==> config.mk <==
export PLATFORM = sky130hd
export DESIGN_NAME = rc4_stream_cipher
export DESIGN_NICKNAME = d
export VERILOG_FILES = /design/src/rtl/core/rc4_pkg.sv /design/src/rtl/core/rc4_ctrl.sv /design/src/rtl/core/rc4_datapath.sv /design/src/rtl/core/rc4_stream_cipher.sv
export SDC_FILE = /design/constraint.sdc
export NUM_CORES = 2
export LEC_CHECK = 0
export ABC_AREA = 1
export BUFFER_PORTS_ARGS = -buffer_cell sky130_fd_sc_hd__clkbuf_2
export CORE_ASPECT_RATIO = 1.4
export CORE_MARGIN = 2
export CORE_UTILIZATION = 60
export DETAILED_ROUTE_END_ITERATION = 12
export PLACE_DENSITY_LB_ADDON = 0.3
export SKIP_CTS_REPAIR_TIMING = 1
export SLEW_MARGIN = 20
export SYNTH_ARGS = -nofsm -noshare
export SYNTH_HDL_FRONTEND = slang
export SYNTH_SLANG_ARGS = --single-unit
export TNS_END_PERCENT = 50
==> constraint.sdc <==
create_clock -name clk -period 19.2 [get_ports clk]
set_input_delay 5.76 -clock clk [delete_from_list [all_inputs] [get_ports clk]]
set_output_delay 5.76 -clock clk [all_outputs]
set_load 0.1 [all_outputs]
==> src/rtl/core/rc4_pkg.sv <==
// Shared types and constants for the RC4 stream cipher block.
`timescale 1ns / 1ps

package rc4_pkg;

  localparam int KEY_LENGTH = 10;
  localparam int KEY_LEN_EFF = (KEY_LENGTH < 1) ? 1 : ((KEY_LENGTH > 16) ? 16 : KEY_LENGTH);
  localparam int KEY_IDX_W = 4;
  localparam logic [KEY_IDX_W-1:0] KEY_IDX_LAST = KEY_IDX_W'(KEY_LEN_EFF - 1);

  localparam int CFG_IDX_W = 8;
  localparam logic [CFG_IDX_W-1:0] REG_KEY_LOW = CFG_IDX_W'(0);
  localparam logic [CFG_IDX_W-1:0] REG_KEY_HIGH = CFG_IDX_W'(1);
  localparam logic [63:0] KEY_LOW_RESET = 64'h0706050403020100;
  localparam logic [63:0] KEY_HIGH_RESET = 64'h0000000000000908;

  localparam logic KIND_REKEY = 1'b0;
  localparam logic KIND_DATA = 1'b1;

  typedef enum logic [3:0] {
    ST_IDLE,
    ST_K_RDN,
    ST_K_RDJ,
    ST_K_WRN,
    ST_K_WRJ,
    ST_P_RDJ,
    ST_P_WRI,
    ST_P_WRJ,
    ST_DONE
  } state_t;

  typedef enum logic [3:0] {
    OP_IDLE,
    OP_ACCEPT,
    OP_K_RDN,
    OP_K_RDJ,
    OP_K_WRN,
    OP_K_WRJ,
    OP_P_RDJ,
    OP_P_WRI,
    OP_P_WRJ,
    OP_FINISH
  } dp_op_t;

  typedef struct packed {
    dp_op_t op;
  } dp_cmd_t;

  typedef struct packed {
    logic ksa_last;
    logic out_free;
  } dp_status_t;

endpackage

==> src/rtl/core/rc4_ctrl.sv <==
// Sequencer for key scheduling and keystream steps of the RC4 block.
`timescale 1ns / 1ps

module rc4_ctrl import rc4_pkg::*; (
  input  logic       clk,
  input  logic       rst,
  input  logic       in_valid,
  input  logic       in_kind,
  output logic       in_stall,
  input  dp_status_t status,
  output dp_cmd_t    cmd
);

  state_t state;
  state_t state_next;

  always_ff @(posedge clk) begin
    if (rst) begin
      state <= ST_IDLE;
    end else begin
      state <= state_next;
    end
  end

  always_comb begin
    state_next = state;
    case (state)
      ST_IDLE: begin
        if (in_valid) begin
          state_next = (in_kind == KIND_DATA) ? ST_P_RDJ : ST_K_RDN;
        end
      end
      ST_K_RDN: state_next = ST_K_RDJ;
      ST_K_RDJ: state_next = ST_K_WRN;
      ST_K_WRN: state_next = ST_K_WRJ;
      ST_K_WRJ: state_next = status.ksa_last ? ST_DONE : ST_K_RDN;
      ST_P_RDJ: state_next = ST_P_WRI;
      ST_P_WRI: state_next = ST_P_WRJ;
      ST_P_WRJ: state_next = ST_DONE;
      ST_DONE: begin
        if (status.out_free) begin
          state_next = ST_IDLE;
        end
      end
      default: state_next = ST_IDLE;
    endcase
  end

  always_comb begin
    in_stall = 1'b1;
    cmd.op = OP_IDLE;
    case (state)
      ST_IDLE: begin
        in_stall = 1'b0;
        cmd.op = in_valid ? OP_ACCEPT : OP_IDLE;
      end
      ST_K_RDN: cmd.op = OP_K_RDN;
      ST_K_RDJ: cmd.op = OP_K_RDJ;
      ST_K_WRN: cmd.op = OP_K_WRN;
      ST_K_WRJ: cmd.op = OP_K_WRJ;
      ST_P_RDJ: cmd.op = OP_P_RDJ;
      ST_P_WRI: cmd.op = OP_P_WRI;
      ST_P_WRJ: cmd.op = OP_P_WRJ;
      ST_DONE:  cmd.op = status.out_free ? OP_FINISH : OP_IDLE;
      default:  cmd.op = OP_IDLE;
    endcase
  end

  a_data_starts_prga: assert property (@(posedge clk) disable iff (rst)
    (state == ST_IDLE && in_valid && in_kind == KIND_DATA) |=> state == ST_P_RDJ)
    else $error("data item did not enter the keystream sequence");

  a_stall_when_busy: assert property (@(posedge clk) disable iff (rst)
    (state != ST_IDLE) |-> in_stall)
    else $error("input accepted while an item is in work");

  a_ksa_loops: assert property (@(posedge clk) disable iff (rst)
    (state == ST_K_WRJ && !status.ksa_last) |=> state == ST_K_RDN)
    else $error("key scheduling left its loop early");

endmodule

==> src/rtl/core/rc4_datapath.sv <==
// Permutation memory, indices, key registers and result register of the RC4 block.
`timescale 1ns / 1ps

module rc4_datapath import rc4_pkg::*; (
  input  logic                 clk,
  input  logic                 rst,
  input  dp_cmd_t              cmd,
  output dp_status_t           status,
  input  logic                 kind,
  input  logic [7:0]           data_in,
  input  logic                 last_in,
  input  logic                 cfg_valid,
  input  logic [CFG_IDX_W-1:0] cfg_index,
  input  logic [63:0]          cfg_data,
  input  logic                 out_stall,
  output logic                 out_valid,
  output logic [7:0]           data_out,
  output logic                 last_out,
  output logic                 rekey_done
);

  logic [7:0] mem [256];
  logic [255:0] vld;
  logic [7:0] rd_q;
  logic rvld_q;
  logic [7:0] raddr_q;
  logic keyed;

  logic mem_we;
  logic mem_re;
  logic [7:0] mem_waddr;
  logic [7:0] mem_wdata;
  logic [7:0] mem_raddr;
  logic [7:0] rdata;

  logic [63:0] key_low;
  logic [63:0] key_high;
  logic [127:0] key_all;
  logic [KEY_IDX_W-1:0] kidx;
  logic [7:0] key_b;

  logic [7:0] index_i;
  logic [7:0] index_j;
  logic [7:0] si;
  logic [7:0] sj;
  logic tj_hit;
  logic item_kind;
  logic [7:0] item_data;
  logic item_last;

  logic [7:0] i_inc;
  logic [7:0] j_ksa;
  logic [7:0] j_prga;
  logic [7:0] t_addr;
  logic [7:0] ks;
  logic out_take;

  // Entries never written since the last rekey read as identity, and as zero before any rekey.
  assign rdata = rvld_q ? rd_q : (keyed ? raddr_q : 8'h00);

  assign key_all = {key_high, key_low};
  assign key_b = key_all[{kidx, 3'b000} +: 8];
  assign i_inc = index_i + 8'd1;
  assign j_ksa = index_j + rdata + key_b;
  assign j_prga = index_j + rdata;
  assign t_addr = si + sj;
  // The keystream read overlaps the write of S[j], so when t equals j the byte is taken from the swap holding register.
  assign ks = tj_hit ? si : rdata;

  assign out_take = out_valid && !out_stall;
  assign status.out_free = !out_valid || !out_stall;
  assign status.ksa_last = (index_i == 8'hFF);

  always_comb begin
    mem_we = 1'b0;
    mem_re = 1'b0;
    mem_waddr = index_i;
    mem_wdata = rdata;
    mem_raddr = index_i;
    case (cmd.op)
      OP_ACCEPT: begin
        mem_re = (kind == KIND_DATA);
        mem_raddr = i_inc;
      end
      OP_K_RDN: begin
        mem_re = 1'b1;
        mem_raddr = index_i;
      end
      OP_K_RDJ: begin
        mem_re = 1'b1;
        mem_raddr = j_ksa;
      end
      OP_P_RDJ: begin
        mem_re = 1'b1;
        mem_raddr = j_prga;
      end
      OP_K_WRN, OP_P_WRI: begin
        mem_we = 1'b1;
        mem_waddr = index_i;
        mem_wdata = rdata;
      end
      OP_K_WRJ: begin
        mem_we = 1'b1;
        mem_waddr = index_j;
        mem_wdata = si;
      end
      OP_P_WRJ: begin
        mem_we = 1'b1;
        mem_waddr = index_j;
        mem_wdata = si;
        mem_re = 1'b1;
        mem_raddr = t_addr;
      end
      default: begin
        mem_we = 1'b0;
        mem_re = 1'b0;
      end
    endcase
  end

  always_ff @(posedge clk) begin
    if (mem_we) begin
      mem[mem_waddr] <= mem_wdata;
    end
    if (mem_re) begin
      rd_q <= mem[mem_raddr];
      raddr_q <= mem_raddr;
    end
  end

  always_ff @(posedge clk) begin
    if (rst) begin
      vld <= '0;
      rvld_q <= 1'b0;
      keyed <= 1'b0;
    end else begin
      if (mem_re) begin
        rvld_q <= vld[mem_raddr];
      end
      if (cmd.op == OP_ACCEPT && kind == KIND_REKEY) begin
        vld <= '0;
        keyed <= 1'b1;
      end else if (mem_we) begin
        vld[mem_waddr] <= 1'b1;
      end
    end
  end

  always_ff @(posedge clk) begin
    if (rst) begin
      key_low <= KEY_LOW_RESET;
      key_high <= KEY_HIGH_RESET;
    end else if (cfg_valid) begin
      if (cfg_index == REG_KEY_LOW) begin
        key_low <= cfg_data;
      end else if (cfg_index == REG_KEY_HIGH) begin
        key_high <= cfg_data;
      end
    end
  end

  always_ff @(posedge clk) begin
    if (rst) begin
      index_i <= 8'h00;
      index_j <= 8'h00;
      kidx <= '0;
    end else begin
      case (cmd.op)
        OP_ACCEPT: begin
          if (kind == KIND_DATA) begin
            index_i <= i_inc;
          end else begin
            index_i <= 8'h00;
            index_j <= 8'h00;
            kidx <= '0;
          end
        end
        OP_K_RDJ: begin
          index_j <= j_ksa;
          kidx <= (kidx == KEY_IDX_LAST) ? '0 : kidx + KEY_IDX_W'(1);
        end
        OP_K_WRJ: begin
          // The byte counter wraps to zero after the last entry, which is also the final i.
          index_i <= i_inc;
          if (status.ksa_last) begin
            index_j <= 8'h00;
          end
        end
        OP_P_RDJ: begin
          index_j <= j_prga;
        end
        default: begin
          index_i <= index_i;
        end
      endcase
    end
  end

  always_ff @(posedge clk) begin
    if (cmd.op == OP_ACCEPT) begin
      item_kind <= kind;
      item_data <= data_in;
      item_last <= last_in;
    end
    if (cmd.op == OP_K_RDJ || cmd.op == OP_P_RDJ) begin
      si <= rdata;
    end
    if (cmd.op == OP_P_WRI) begin
      sj <= rdata;
    end
    if (cmd.op == OP_P_WRJ) begin
      tj_hit <= (t_addr == index_j);
    end
    if (cmd.op == OP_FINISH) begin
      data_out <= (item_kind == KIND_DATA) ? (item_data ^ ks) : 8'h00;
      last_out <= item_last;
      rekey_done <= (item_kind == KIND_REKEY);
    end
  end

  always_ff @(posedge clk) begin
    if (rst) begin
      out_valid <= 1'b0;
    end else if (cmd.op == OP_FINISH) begin
      out_valid <= 1'b1;
    end else if (out_take) begin
      out_valid <= 1'b0;
    end
  end

  a_finish_slot_free: assert property (@(posedge clk) disable iff (rst)
    cmd.op == OP_FINISH |-> (!out_valid || !out_stall))
    else $error("result loaded over an item not yet taken");

  a_rekey_clears: assert property (@(posedge clk) disable iff (rst)
    (cmd.op == OP_ACCEPT && kind == KIND_REKEY) |=> (keyed && vld == '0 && index_j == 8'h00))
    else $error("rekey did not reset the permutation state");

  a_ksa_end_indices: assert property (@(posedge clk) disable iff (rst)
    (cmd.op == OP_K_WRJ && index_i == 8'hFF) |=> (index_i == 8'h00 && index_j == 8'h00))
    else $error("indices not cleared at the end of key scheduling");

endmodule

==> src/rtl/core/rc4_stream_cipher.sv <==
// Data item: one accept step, three memory steps and one load of the result register.
// Rekey item: each of the 256 swaps takes four memory steps.
// One item is in work at a time; the next is accepted while the result waits in its register.
// Reset (rst, synchronous) clears indices, key registers to their defaults and the output valid;
// per-entry valid flops make the permutation read as all zeros at once, with no clearing pass.
`timescale 1ns / 1ps

module rc4_stream_cipher import rc4_pkg::*; (
  input  logic                 clk,
  input  logic                 rst,
  input  logic                 in_valid,
  output logic                 in_stall,
  input  logic                 kind,
  input  logic [7:0]           data_in,
  input  logic                 last_in,
  output logic                 out_valid,
  input  logic                 out_stall,
  output logic [7:0]           data_out,
  output logic                 last_out,
  output logic                 rekey_done,
  input  logic                 cfg_valid,
  output logic                 cfg_ready,
  input  logic [CFG_IDX_W-1:0] cfg_index,
  input  logic [63:0]          cfg_data
);

  dp_cmd_t cmd;
  dp_status_t status;

  assign cfg_ready = 1'b1;

  rc4_ctrl u_ctrl (
    .clk      (clk),
    .rst      (rst),
    .in_valid (in_valid),
    .in_kind  (kind),
    .in_stall (in_stall),
    .status   (status),
    .cmd      (cmd)
  );

  rc4_datapath u_datapath (
    .clk        (clk),
    .rst        (rst),
    .cmd        (cmd),
    .status     (status),
    .kind       (kind),
    .data_in    (data_in),
    .last_in    (last_in),
    .cfg_valid  (cfg_valid),
    .cfg_index  (cfg_index),
    .cfg_data   (cfg_data),
    .out_stall  (out_stall),
    .out_valid  (out_valid),
    .data_out   (data_out),
    .last_out   (last_out),
    .rekey_done (rekey_done)
  );

endmodule

* Word level (Yosys, flattened, before mapping)
Memory sizes are Yosys's and may differ from the RTL's. A register that Yosys moved wholly into a read port is not among the register bits. Index checks and enable logic that the tools add are counted.
Storage, ports and cells: memories kept 1, RAM bits 2048, output and inout port bits 13, input port bits 87, flip-flop bits (word level) 456
Memory list:
- u_datapath.mem | depth 256, width 8, read ports 1, clocked after Yosys merged registers in 1, wr ports 1, line rc4_datapath.sv:22 | logic [7:0] mem [256];
Operators by class: shift operators 1, magnitude comparators 3, muxes and demuxes 33, eq/ne operators 25, add/sub/neg operators 5, bitwise gates (word level) 5, reductions and logical operators 22
Operators with widths (count):
- $or 256x256->256 | 1
- $shiftx 128x8->8 | 1
- $pmux 4 s9 | 2
- $mux 8 | 8
- $pmux 8 s4 | 2
- $eq 4x3->1 const B | 8
- $add 8x8->8 | 3
- $mux 4 | 6
- $lt 8x9->1 const B | 2
- $eq 4x2->1 const B | 4
- $eq 4x4->1 const B | 4
- $pmux 8 s2 | 1
- $mux 1 | 9
- $add 8x1->8 const B | 1
- $bmux 1 s8 | 1
- $demux 1 s8 | 1
- $eq 4x1->1 const B | 2
- $eq 8x1->1 const B | 1
- $eq 8x8->1 | 1
- $eq 8x8->1 const B | 1
- $ge 8x1->1 const B | 1
- $logic_not 8->1 | 1
- $pmux 4 s2 | 1
- $reduce_or 4->1 | 2
- 16 further kinds | 30

* Depth between registers and ports, before layout
depth after elaboration 12, depth in mapped cells 30, gate-level depth less buffers 29

* Cells and area by module
From an unflattened synthesis, not the netlist that was laid out.
Second synthesis, totals: cells, all modules 9221, area, all modules 101981.6 um^2
By module, submodules not included:
- rc4_datapath | times used 1, cells an instance 9169, area an instance 101666.3 um^2
- rc4_ctrl | times used 1, cells an instance 50, area an instance 304.0 um^2
- rc4_stream_cipher | times used 1, cells an instance 2, area an instance 11.3 um^2

* Worst setup path after synthesis
No wires, ideal clock.
path type register to register, start reg u_ctrl.state[1], end mem u_datapath.mem[0][6], data pin, cell stages (with the launch flop) 7, path slack 5.920 ns, path buffers 1, clock period less this slack 13.280 ns, data required time 17.011 ns, arrival time 11.091 ns, cell sequence dfxtp_1 nor2_1 inv_1 nor2_1 nor2_1 clkbuf_1 o21ai_0
Between the ends: word-level cells in the longest chain between the ends 5, elaborated cells on any way between the ends 14
RTL lines:
- from (decl) | line rc4_ctrl.sv:14 | state_t state;
- from (signal assigned) | line rc4_ctrl.sv:21 | state <= state_next;
- $eq 4x4->1, or another cell as far along | line rc4_ctrl.sv:52 | case (state)
- $pmux 4 s9 * | line rc4_ctrl.sv:52
- $eq 4x3->1 or $eq 4x4->1 (tied branches) | line rc4_datapath.sv:80 | case (cmd.op)
- $reduce_or 2->1 (no source line) *
- $mux 8 * | line rc4_datapath.sv:80
- net u_datapath.mem_wdata[6] | line rc4_datapath.sv:32 | logic [7:0] mem_wdata;
- to (decl) | line rc4_datapath.sv:22
Mark *: on every way through the listed nets, which the timed path passes. The rest lies on a longest branch.

* Final worst setup path
start in in_valid, end reg u_datapath.rd_q[1] (read register of u_datapath.mem), data pin
Between the ends: word-level cells in the longest chain between the ends 5, elaborated cells on any way between the ends 10
RTL lines:
- from (decl) | line rc4_stream_cipher.sv:11 | input logic in_valid,
- $mux 1 * | line rc4_ctrl.sv:55 | cmd.op = in_valid ? OP_ACCEPT : OP_IDLE;
- $pmux 4 s9 * | line rc4_ctrl.sv:52
- $eq 4x2->1, or another cell as far along | line rc4_datapath.sv:80
- $reduce_or 4->1 (no source line)
- $pmux 1 s2 | line rc4_datapath.sv:80
- to (decl) | line rc4_datapath.sv:24 | logic [7:0] rd_q;
Every way passes the cells marked *; elsewhere a longest branch is shown, timed or not. A chain may end at the register's enable or synchronous reset.

==> results.rst <==
.. list-table::
   :header-rows: 1

   * - Metric
     - Value
   * - Result of the run
     - finished, final reports clean
   * - Worst slew margin relative to its limit
     - 0.162
   * - Vias in the first global route
     - 70490
   * - Final antenna-violating net count
     - 0
   * - GRT Overall Usage
     - 0.321
   * - Mean Syn Cell Area
     - 10.9 um^2
   * - Number of iterations in the first detailed-routing pass
     - 7
   * - First-pass GRT wire length
     - 426000 um
   * - Share of final-layout standard cells stronger than drive strength 1
     - 0.0611
   * - Nets in the synthesized netlist
     - 9521
   * - Worst Hold Depth
     - 0
   * - Std-Cell Rows
     - 179
   * - Die Wd
     - 354 um
   * - TritonCTS Buffers
     - 218
   * - GRT overflow
     - 0
   * - Total length of routed wires
     - 286000 um
   * - Final routed wire length divided by cell count
     - 24.6 um
   * - Total Die Area
     - 0.175 mm^2
   * - Critical path class
     - in2reg
   * - Reg2reg start
     - u_datapath.kidx[1]
   * - Master of the slowest instance on the critical path
     - sky130_fd_sc_hd__buf_4
   * - Total standard cell area after synthesis
     - 0.103 mm^2
   * - Gate count of the mapped netlist
     - 9406
   * - Initial antenna violation count
     - 13
   * - Worst vdd rail ir drop
     - 0.190 mV
   * - Power Dens Cells
     - 161 mW/mm^2
   * - RSZ-0062 raised after global routing
     - no
   * - Worst min path class
     - reg2reg
   * - Origin of the worst min-delay path
     - u_datapath.item_last
   * - Startpoint types
     - input pin
   * - Slew Limit Fails
     - 0
   * - FF+latch count, synth
     - 2512
   * - CTS sink count
     - 2512
   * - H-tree levels
     - 4
   * - Worst setup slack before clock tree synthesis
     - 7620 ps
   * - Peak per-stage delay on the critical path
     - 850 ps
   * - Maximum clock frequency
     - 92.5 MHz
   * - Count of yosys warnings during synthesis
     - 0
   * - Placer's final routability congestion estimate
     - 0.898
   * - Number of endpoints with negative hold slack in the final report
     - 0
   * - CP max FO
     - 223
   * - Clock Skews
     - 61.7 ps
   * - Top Ports
     - 100
   * - Final period utilization
     - 0.563
   * - Clock root buffer
     - sky130_fd_sc_hd__clkbuf_16
   * - Layout net count
     - 9290
   * - Cell variety after synth
     - 49
   * - Placed wire-length estimate
     - 158000 um
   * - Maximum root-to-sink buffer count
     - 3
   * - EDFF count, synth
     - 2101
   * - Pin count of the biggest net entering global routing
     - 236
   * - Initial core utilization
     - 0.604
   * - Fraction of registers with async set/reset
     - 0
   * - Buffering stage count on the worst path with inverters included
     - 4
   * - Reported max-cap violation count
     - 0
   * - Top Family by Delay on Critical Path
     - simple AND/OR/NAND/NOR gates
   * - Slew at the pin closest to its max-slew limit
     - 1250 ps
   * - Worst Reg2Reg Path Length in Cells
     - 24
   * - Core Util, Final
     - 0.656
   * - DRC violation total after the first TritonRoute iteration
     - 10907
   * - PnR worst setup slack
     - 8390 ps
   * - Vias after detailed routing
     - 73579
   * - LEAKAGE
     - 0.0382 uW
   * - Stages on the worst setup path
     - 18
   * - Critical Path Source
     - in_valid
   * - Part of the Yosys area used for sequential elements
     - 0.695
   * - Vertical extent of the die
     - 493 um
   * - Sum of internal, switching and leakage power
     - 18000 uW
   * - Crit path cell chain
     - clkbuf_2 -> o211ai_1 -> nand2_2 -> nand3_4 -> nand2_8 -> inv_16 -> buf_12 -> buf_4 -> o21ai_0 -> o22ai_1 -> nand2_1 -> nand2_1 -> nand2_1 -> nand3_1 -> nand3_1 -> nand3_1 -> nand3_1 -> nand2_1
   * - Final-layout setup total negative slack
     - 0 ps
   * - CORE AREA
     - 0.170 mm^2
   * - Vias per std cell
     - 6.32
   * - Setup violation total in the final timing report
     - 0
   * - Required @ worst endpoint
     - 19950 ps
   * - Number of fill cells
     - 12381
   * - Port bufs
     - 98
   * - Arrival time reported for the critical path endpoint
     - 11560 ps
   * - CTS tree
     - yes
   * - Main synth FF type
     - sky130_fd_sc_hd__edfxtp_1
   * - Critical Path Sink Type
     - flop
   * - Clock insertion delay at the later pin of the skew report
     - 890 ps
   * - Area added between synthesis and finish
     - 8.59%
   * - Reg clk slew, reported paths
     - 60 ps
   * - Time the worst path needs with I/O delays and setup
     - 10810 ps
   * - Count of unresolved DRC violations after routing
     - 0
[cell families (layout without fill, tap and decap cells)]
kind of cell	after synthesis	in the layout	synth area share
compound gates	1915	1915	0.105
xor+xnor	25	25	0.00213
fa+ha+maj	28	28	0.00363
buf+inv	941	904	0.0387
flops	2512	2512	0.695
other cells	1	7	0.0000365
simple gates	3984	3984	0.156
[metrics by stage]
stage               std cells  cell area, um^2  hold slack, ps
floorplan                9406           103000             400
detailed placement      11215           104000             427
finish                  11637           112000             438
global placement        11215           104000             407
global route            11632           111000             446
CTS                     11629           111000             446
[per-layer routing]
layer  track usage  up-vias  share of wire
li1              -    32600              -
met1         0.402    35545           0.35
met2         0.518     4538           0.47
met4         0.208        6          0.069
met3        0.0582      890           0.10
met5             0        -        0.00015
[cells in the mapped netlist, drive strengths merged, types with 5 or more instances]
cell / instances / share of area
a211oi: 23 / 0.0017
a21oi: 133 / 0.0065
a221oi: 12 / 0.0010
a22o: 7 / 0.00060
a22oi: 5 / 0.00037
a32o: 10 / 0.00097
buf: 310 / 0.016
clkbuf: 327 / 0.012
dfxtp: 411 / 0.080
edfxtp: 2101 / 0.61
ha: 25 / 0.0030
inv: 302 / 0.011
nand2: 1221 / 0.045
nand3: 596 / 0.029
nand3b: 56 / 0.0041
nor2: 2091 / 0.077
nor3: 9 / 0.00044
o211ai: 200 / 0.015
o21ai: 1159 / 0.057
o221ai: 12 / 0.0010
o22ai: 342 / 0.021
xnor2: 9 / 0.00077
xor2: 16 / 0.0014
[worst paths after layout]
check / end / slack, ps
worst min-delay path: u_datapath.last_out / 440
worst min register to register: u_datapath.last_out / 440
worst max-delay path: u_datapath.rd_q[1] / 8390
worst max register to register: u_datapath.rd_q[0] / 11630
[report_power, final]
group,switching (uW),internal (uW)
Combinational,5280,1600
Sequential,34.9,6610
Clock,1980,2450
[registers in the layout, indices dropped and copies added, names as in the netlist, 4 cells and up]
name                  flops
u_datapath.rd_q           8
u_datapath.key_high      64
u_datapath.raddr_q        8
u_ctrl.state              4
u_datapath.index_j        8
u_datapath.si             8
u_datapath.kidx           4
u_datapath.key_low       64
u_datapath.item_data      8
u_datapath.mem         2048
u_datapath.index_i        8
u_datapath.data_out       8
u_datapath.sj             8
u_datapath.vld          256
[layout by cell type, fill, tap and decap left out, drive strengths merged, types with 13 or more instances in the layout]
master,synthesis,final
nand3b,56,56
a211oi,23,23
bufinv,0,19
clkinv,2,68
o22ai,342,342
o211ai,200,200
nand3,596,596
dfxtp,411,411
edfxtp,2101,2101
clkbuf,327,405
o21ai,1159,1159
clkinvlp,0,13
a21oi,133,133
ha,25,25
xor2,16,16
nand2,1221,1221
inv,302,311
nor2,2091,2091
buf,310,88
[layout make-up]
class                      instances  area, um^2  share of cell area
clock inverter                   107        1200              0.0108
antenna                            6        15.0            0.000135
multi-input combinational       5953       27600               0.248
inverter                         304        1170              0.0105
tap                             2262        2830              0.0254
clock buffer                     307        5990              0.0537
timing repair buffer             186        1360              0.0122
sequential                      2512       71300               0.640
Power figures use the tool's default switching activity.
